### src/rtl/sse_pkg.sv
`timescale 1ns / 1ps

package sse_pkg;

  localparam int unsigned DefMaxSpan   = 32;
  localparam int unsigned DefTokenBits = 16;
  localparam int unsigned DefLossBits  = 16;

  localparam int unsigned ThrBits = 16;
  localparam int unsigned LenCfgBits = 6;
  localparam int unsigned CfgIdxBits = 2;
  localparam int unsigned CfgDataBits = 16;

  localparam logic [ThrBits-1:0]    ThrReset = 16'd512;
  localparam logic [LenCfgBits-1:0] MinReset = 6'd1;
  localparam logic [LenCfgBits-1:0] MaxReset = 6'd32;

  localparam logic [CfgIdxBits-1:0] CFG_THRESHOLD = 2'd0;
  localparam logic [CfgIdxBits-1:0] CFG_MIN_LEN   = 2'd1;
  localparam logic [CfgIdxBits-1:0] CFG_MAX_LEN   = 2'd2;

  localparam int unsigned WeightFloor = 26;

  typedef enum logic [1:0] {
    S_IDLE,
    S_CLOSE,
    S_FLUSH,
    S_POST
  } state_e;

  typedef struct packed {
    logic load;
    logic shift;
  } cell_ctrl_t;

endpackage

### src/rtl/surprise_span_extractor.sv
`timescale 1ns / 1ps

// Flow: a quiet or extending beat is taken in S_IDLE; a closing beat then passes through
// S_CLOSE, S_FLUSH (entries emitted if the span is long enough) and S_POST, twice over
// when a full span is followed by a document end. Throughput: 1 beat per cycle while
// nothing closes; entries leave at 1 per cycle unless the output stalls, shifted out
// of the cell row toward cell 0. Reset (async, active low): span closed and empty,
// output empty, registers to 512 / 1 / 32. The cell row holds no reset value.
module surprise_span_extractor #(
  parameter int unsigned MAX_SPAN   = sse_pkg::DefMaxSpan,
  parameter int unsigned TOKEN_BITS = sse_pkg::DefTokenBits,
  parameter int unsigned LOSS_BITS  = sse_pkg::DefLossBits,
  localparam int unsigned DataBits  = 2 * TOKEN_BITS + LOSS_BITS,
  localparam int unsigned BusBits   = ((DataBits + 7) / 8) * 8
) (
  input  logic                            clk_i,
  input  logic                            rst_ni,
  input  logic                            cfg_we_i,
  input  logic [sse_pkg::CfgIdxBits-1:0]  cfg_idx_i,
  input  logic [sse_pkg::CfgDataBits-1:0] cfg_data_i,
  // token_now, token_following, position_loss
  input  logic [BusBits-1:0]              s_axis_tdata,
  input  logic                            s_axis_tlast,
  input  logic                            s_axis_tvalid,
  output logic                            s_axis_tready,
  // span_token, span_target, novelty_weight
  output logic [BusBits-1:0]              m_axis_tdata,
  output logic                            m_axis_tlast,
  output logic                            m_axis_tvalid,
  input  logic                            m_axis_tready
);
  import sse_pkg::*;

  localparam int unsigned LenBits = $clog2(MAX_SPAN + 1);
  localparam int unsigned CmpBits = (LenBits > LenCfgBits) ? LenBits : LenCfgBits;
  localparam int unsigned LCmp    = (LOSS_BITS > ThrBits) ? LOSS_BITS : ThrBits;

  logic [ThrBits-1:0]    thr_q;
  logic [LenCfgBits-1:0] min_q, max_q;

  state_e state_q, state_d;
  logic               open_q, open_d;
  logic [LenBits-1:0] len_q, len_d;
  logic [LenBits-1:0] rem_q, rem_d;
  logic               pend_app_q, pend_app_d;
  logic               pend_end_q, pend_end_d;
  logic [DataBits-1:0] hold_q, hold_d;

  logic                 ovalid_q, ovalid_d;
  logic                 olast_q, olast_d;
  logic [DataBits-1:0]  odata_q, odata_d;

  logic [DataBits-1:0] cell_data [MAX_SPAN];
  cell_ctrl_t          cell_ctrl [MAX_SPAN];
  logic                load_any;
  logic [LenBits-1:0]  load_idx;
  logic                shift_en;
  logic [DataBits-1:0] load_data;

  logic               accept;
  logic               surprising;
  logic [CmpBits-1:0] eff_max;
  logic               at_max;
  logic               emit_ok;
  logic               out_free;
  logic [LOSS_BITS-1:0] head_loss;
  logic [LOSS_BITS-1:0] weight;

  always_ff @(posedge clk_i or negedge rst_ni) begin
    if (!rst_ni) begin
      thr_q <= ThrReset;
      min_q <= MinReset;
      max_q <= MaxReset;
    end else if (cfg_we_i) begin
      unique case (cfg_idx_i)
        CFG_THRESHOLD: thr_q <= cfg_data_i[ThrBits-1:0];
        CFG_MIN_LEN:   min_q <= cfg_data_i[LenCfgBits-1:0];
        CFG_MAX_LEN:   max_q <= cfg_data_i[LenCfgBits-1:0];
        default: ;
      endcase
    end
  end

  assign accept     = s_axis_tvalid && (state_q == S_IDLE);
  assign surprising = LCmp'(s_axis_tdata[2*TOKEN_BITS +: LOSS_BITS]) > LCmp'(thr_q);
  assign eff_max    = (CmpBits'(max_q) > CmpBits'(MAX_SPAN)) ? CmpBits'(MAX_SPAN)
                                                             : CmpBits'(max_q);
  assign at_max     = CmpBits'(len_q) >= eff_max;
  assign emit_ok    = open_q && (CmpBits'(len_q) >= CmpBits'(min_q));
  assign out_free   = !ovalid_q || m_axis_tready;

  assign head_loss = cell_data[0][2*TOKEN_BITS +: LOSS_BITS];
  assign weight    = (head_loss < LOSS_BITS'(WeightFloor)) ? LOSS_BITS'(WeightFloor)
                                                           : head_loss;

  always_comb begin
    state_d    = state_q;
    open_d     = open_q;
    len_d      = len_q;
    rem_d      = rem_q;
    pend_app_d = pend_app_q;
    pend_end_d = pend_end_q;
    hold_d     = hold_q;
    ovalid_d   = ovalid_q && !m_axis_tready;
    olast_d    = olast_q;
    odata_d    = odata_q;
    s_axis_tready = 1'b0;
    load_any   = 1'b0;
    load_idx   = len_q;
    load_data  = s_axis_tdata[DataBits-1:0];
    shift_en   = 1'b0;

    unique case (state_q)
      S_IDLE: begin
        s_axis_tready = 1'b1;
        if (accept) begin
          hold_d = s_axis_tdata[DataBits-1:0];
          if (surprising && open_q && at_max) begin
            pend_app_d = 1'b1;
            pend_end_d = s_axis_tlast;
            state_d    = S_CLOSE;
          end else if (surprising) begin
            load_any = 1'b1;
            len_d    = len_q + LenBits'(1);
            open_d   = 1'b1;
            if (s_axis_tlast) begin
              pend_app_d = 1'b0;
              pend_end_d = 1'b0;
              state_d    = S_CLOSE;
            end
          end else if (open_q) begin
            pend_app_d = 1'b0;
            pend_end_d = 1'b0;
            state_d    = S_CLOSE;
          end
        end
      end
      S_CLOSE: begin
        if (emit_ok && len_q != '0) begin
          rem_d   = len_q;
          state_d = S_FLUSH;
        end else begin
          open_d  = 1'b0;
          len_d   = '0;
          state_d = S_POST;
        end
      end
      S_FLUSH: begin
        if (out_free) begin
          ovalid_d = 1'b1;
          odata_d  = {weight, cell_data[0][2*TOKEN_BITS-1:0]};
          olast_d  = (rem_q == LenBits'(1));
          shift_en = 1'b1;
          rem_d    = rem_q - LenBits'(1);
          if (rem_q == LenBits'(1)) begin
            open_d  = 1'b0;
            len_d   = '0;
            state_d = S_POST;
          end
        end
      end
      S_POST: begin
        if (pend_app_q) begin
          load_any   = 1'b1;
          load_idx   = '0;
          load_data  = hold_q;
          len_d      = LenBits'(1);
          open_d     = 1'b1;
          pend_app_d = 1'b0;
          if (pend_end_q) begin
            pend_end_d = 1'b0;
            state_d    = S_CLOSE;
          end else begin
            state_d = S_IDLE;
          end
        end else begin
          state_d = S_IDLE;
        end
      end
      default: state_d = S_IDLE;
    endcase
  end

  always_ff @(posedge clk_i or negedge rst_ni) begin
    if (!rst_ni) begin
      state_q    <= S_IDLE;
      open_q     <= 1'b0;
      len_q      <= '0;
      rem_q      <= '0;
      pend_app_q <= 1'b0;
      pend_end_q <= 1'b0;
      ovalid_q   <= 1'b0;
    end else begin
      state_q    <= state_d;
      open_q     <= open_d;
      len_q      <= len_d;
      rem_q      <= rem_d;
      pend_app_q <= pend_app_d;
      pend_end_q <= pend_end_d;
      ovalid_q   <= ovalid_d;
    end
  end

  always_ff @(posedge clk_i) begin
    hold_q  <= hold_d;
    odata_q <= odata_d;
    olast_q <= olast_d;
  end

  for (genvar k = 0; k < MAX_SPAN; k++) begin : g_cell
    logic [DataBits-1:0] next_data;
    if (k == MAX_SPAN - 1) begin : g_tail
      assign next_data = cell_data[k];
    end else begin : g_body
      assign next_data = cell_data[k+1];
    end
    assign cell_ctrl[k].load  = load_any && (load_idx == LenBits'(k));
    assign cell_ctrl[k].shift = shift_en;

    sse_cell #(
      .DataBits(DataBits)
    ) u_cell (
      .clk_i      (clk_i),
      .ctrl_i     (cell_ctrl[k]),
      .load_data_i(load_data),
      .next_data_i(next_data),
      .data_o     (cell_data[k])
    );
  end

  assign m_axis_tvalid = ovalid_q;
  assign m_axis_tlast  = olast_q;
  assign m_axis_tdata  = BusBits'(odata_q);

endmodule

### src/rtl/sse_cell.sv
`timescale 1ns / 1ps

module sse_cell #(
  parameter int unsigned DataBits = 48
) (
  input  logic                 clk_i,
  input  sse_pkg::cell_ctrl_t  ctrl_i,
  input  logic [DataBits-1:0]  load_data_i,
  input  logic [DataBits-1:0]  next_data_i,
  output logic [DataBits-1:0]  data_o
);
  import sse_pkg::*;

  logic [DataBits-1:0] data_q;

  always_ff @(posedge clk_i) begin
    if (ctrl_i.load) begin
      data_q <= load_data_i;
    end else if (ctrl_i.shift) begin
      data_q <= next_data_i;
    end
  end

  assign data_o = data_q;

endmodule
### config.mk
export PLATFORM = sky130hd
export DESIGN_NAME = surprise_span_extractor
export DESIGN_NICKNAME = d
export VERILOG_FILES = /design/src/rtl/sse_pkg.sv /design/src/rtl/surprise_span_extractor.sv /design/src/rtl/sse_cell.sv
export SDC_FILE = /design/constraint.sdc
export NUM_CORES = 2
export LEC_CHECK = 0
export ABC_AREA = 1
export BUFFER_PORTS_ARGS = -buffer_cell sky130_fd_sc_hd__buf_2
export CELL_PAD_IN_SITES_DETAIL_PLACEMENT = 1
export CELL_PAD_IN_SITES_GLOBAL_PLACEMENT = 1
export CORE_MARGIN = 8
export CORE_UTILIZATION = 51
export CTS_CLUSTER_SIZE = 12
export DETAILED_ROUTE_END_ITERATION = 10
export PLACE_DENSITY = 0.76
export SLEW_MARGIN = 10
export SYNTH_ARGS = -nofsm -noshare
export SYNTH_HDL_FRONTEND = slang
export SYNTH_SLANG_ARGS = --single-unit
### constraint.sdc
create_clock -name clk_i -period 8.4 [get_ports clk_i]
set_input_delay 0.42 -clock clk_i [delete_from_list [all_inputs] [get_ports clk_i]]
set_output_delay 0.42 -clock clk_i [all_outputs]
set_load 0.005 [all_outputs]
==> impl_metrics.csv <==
group,metric,value,unit
setup_path,endpoint_kind,"register",
sta,fin_crit,6.14,ns
sta,timing.slew.headroom,15.5,%
setup_path,worstPathRequired,8.83,ns
cts,post-cts-setup-buffer-count,0,
yosys,syn_avg_cell_area,10.2,um^2
place,gp_congestion,0.904,
final_layout,drive_gt1_share,8.51,%
setup_path,critical_path.slowest_cell,"nand2_2",
final_layout,mostFrequentLayoutCell,"nand2_1",
place,place_area,78400,um^2
yosys,synthFlopType,"edfxtp_1",
floorplan,die-height,406,um
sta,setup_tns,0,ns
final_layout,fin_nets,7381,
yosys,synth_cell_types,34,
sta,hold_viol,0,
yosys,synth_warnings,0,
setup_path,path_cells,"inv_1, ha_1, nand2_1, inv_2, buf_4, nand4_2, nand2_8, buf_4, nand3_2, nand2_2",
pwr,vdd_drop_max,0.473,mV
setup_path,startpoint,"state_q[0]",
setup_path,reg2reg_slack,2.26,ns
yosys,synth.top_cell.area_share,63.1,%
drt,ant_nets,0,
floorplan,dieArea,165000,um^2
pwr,clockPowerShare,25.6,%
drt,drt_iter0_drc,7630,
cts,clk_path_buf_depth,3,
yosys,ys_seq_area_share,64.6,%
drt,wl_per_cell,27.2,um
global_route,antenna_found_initial,8,
floorplan,initial_core_util,51.2,%
yosys,syn_area,77800,um^2
cts,clock_sinks,1679,
setup_path,cp_max_fo,136,
drt,via_count,59900,
global_route,grt_pass1_wl,383000,um
yosys,synth.area.top_cells,"edfxtp_1 (63%), nand2_1 (16%), nand4_1 (12%), clkbuf_1 (1.8%), dfrtp_1 (1.4%)",
floorplan,rows,143,
setup_path,r2r_start,"state_q[0]",
worst_hold_path,worstHoldPathType,"in -> reg",
yosys,async_flop_share,2.74,%
sta,drv_slew,0,
flow_run,cap_violations,0,
place,io_buffers,122,
floorplan,io_pins,123,
yosys,synth-edff-count,1633,
pwr,seqPwrFrac,46.7,%
yosys,synth-simple-area-share,28.7,%
yosys,syn_nets,7704,
drt,drt_pass1_iterations,5,
yosys,yosys.area_share.adder,0.579,%
setup_path,crit_top_cell,"buf_4",
pwr,comb_power_share,27.7,%
yosys,synth_top_area_cell,"edfxtp_1",
cts,clk_pin_slew,0.06,ns
sta,setup_violations,0,
floorplan,die_w,406,um
setup_path,ff2ff_path_depth,10,
global_route,gr-usage-all-layers,30.4,%
pwr,power.density,346,nW/um^2
pwr,leakage,33.9,nW
yosys,synth_compound_area_share,0.518,%
setup_path,max_stage_delay,1.31,ns
drt,finalWirelength,258000,um
final_layout,area_growth_syn_to_layout,8.74,%
drt,drc,0,
final_layout,fin_area,84600,um^2
pwr,swShare,37.7,%
sta,fin_crit_sh,73.1,%
status,status,"finished clean",
yosys,synthXorXnorAreaFrac,0.0451,%
cts,root_buffer,"clkbuf_16",
final_layout,final_cell_mix,"nand2_1 (3182), edfxtp_1 (1633), nand4_1 (1497), clkbuf_16 (182), buf_4 (126)",
setup_path,crit_end,"g_cell[17].u_cell.data_o[17]",
drt,vias_per_cell,6.34,
cts,clock_latency,0.83,ns
sta,rsz0062_at_grt,"no",
pwr,p_int,18.2,mW
pwr,power.switching,11.0,mW
yosys,synth_top_family_by_area,"simple AND/OR/NAND/NOR gates",
yosys,ys_ff_latch,1679,
cts,cts_tree,"built",
sta,whs,0.137,ns
global_route,grt_pass1_vias,60400,
setup_path,worst-setup-path-type,"reg -> reg",
yosys,synthCells,7596,
cts,htree_levels,4,
setup_path,arrival,6.57,ns
setup_path,critPathLaunchType,"register",
setup_path,timing.rr.end,"g_cell[17].u_cell.data_o[17]",
global_route,grt_start_max_net_pins,191,
sta,max_freq,163,MHz
cts,cts_buffers,180,
sta,skew,0.0359,ns
yosys,synth_mux_area_share,0,%
global_route,gr-total-overflow,0,
floorplan,core_area,152000,um^2
sta,worst_slew_pin_slew,1.26,ns
place,dpl.hpwl,147000,um
==> logic make-up (layout without fill, tap and decap cells) <==
| family | after synthesis | after routing |
|---|---|---|
| compound gates | 78 | 78 |
| xor+xnor | 4 | 4 |
| fa+ha+maj | 36 | 36 |
| buf+inv | 904 | 727 |
| flops | 1679 | 1679 |
| other cells | 0 | 5 |
| simple gates | 4895 | 4895 |
==> cells in the mapped netlist, drive strengths merged, types with 3 or more instances <==
library cell  count
a21oi            25
buf             449
clkbuf          377
dfrtp            43
dfstp             3
edfxtp         1633
ha               36
inv              77
nand2          3262
nand3            48
nand4          1498
nor2             73
nor3              7
nor4              4
o21ai            47
or2               3
xor2              4
==> final cells by class <==
type,instances,area [um^2]
Antenna cell,5,12.5
Clock buffer,230,4740
Timing Repair Buffer,321,2350
Inverter,78,300
Multi-Input combinational cell,5013,23700
Fill cell,16200,67200
Tap cell,2030,2540
Clock inverter,98,676
Sequential cell,1679,50200
==> worst min path at each step <==
| stage | startpoint | to | slack [ns] | cells past startpoint |
|---|---|---|---|---|
| floorplan | rst_ni | len_q[0] | 0.12 | 0 |
| CTS | s_axis_tvalid | pend_app_q | 0.08 | 6 |
| global placement | g_cell[0].u_cell.data_o[12] | m_axis_tdata[12] | 0.41 | 0 |
| detailed placement | g_cell[0].u_cell.data_o[13] | m_axis_tdata[13] | 0.41 | 0 |
| global route | s_axis_tvalid | pend_app_q | 0.19 | 6 |
| finish | s_axis_tvalid | pend_app_q | 0.14 | 6 |
==> per-layer routing <==
metal | track usage, % | routed length [um]
met5 | 0 | 0
met1 | 40.4 | 101000
met2 | 48.9 | 123000
met3 | 5.88 | 21700
met4 | 13.5 | 12100
==> per-stage QoR <==
stage / total power [mW] / utilization [%] / instances / setup WS, ns
CTS: 29.2 / 55.7 / 9449 / 2.34
finish: 29.3 / 55.7 / 9454 / 2.26
detailed placement: 21.7 / 51.7 / 9054 / 2.36
global placement: 21.3 / 51.7 / 9054 / 2.57
global route: 30.3 / 55.7 / 9450 / 1.80
floorplan: 18.8 / - / 7596 / 2.36
==> state kept, by name, indices dropped and copies added, names as in the netlist, 2 cells and up <==
signal                flops
g_cell.u_cell.data_o   1536
hold_q                   48
m_axis_tdata             48
thr_q                    16
len_q                     6
max_q                     6
min_q                     6
rem_q                     6
state_q                   2
==> power groups by stage <==
stage,Combinational [mW],Clock (mW),Sequential (mW)
2_1_floorplan,5.40,0,13.4
3_3_place_gp,7.56,0,13.8
5_1_grt,8.64,7.82,13.9
6_report,8.10,7.50,13.7
4_1_cts,7.91,7.55,13.7
3_5_place_dp,7.85,0,13.8
==> worst max-delay path: cells and delay by family, from the launching register on <==
family	cells	cell delay, ns
simple gates	5	3.31
buf+inv	4	1.30
flops	1	0.41
fa+ha+maj	1	0.39
==> timing repair <==
item                      in CTS  in global routing
hold endpoints to repair     121                  0
hold buffers                  67                  0
resized for setup              0                  0
(Power assumes the default switching activity.)
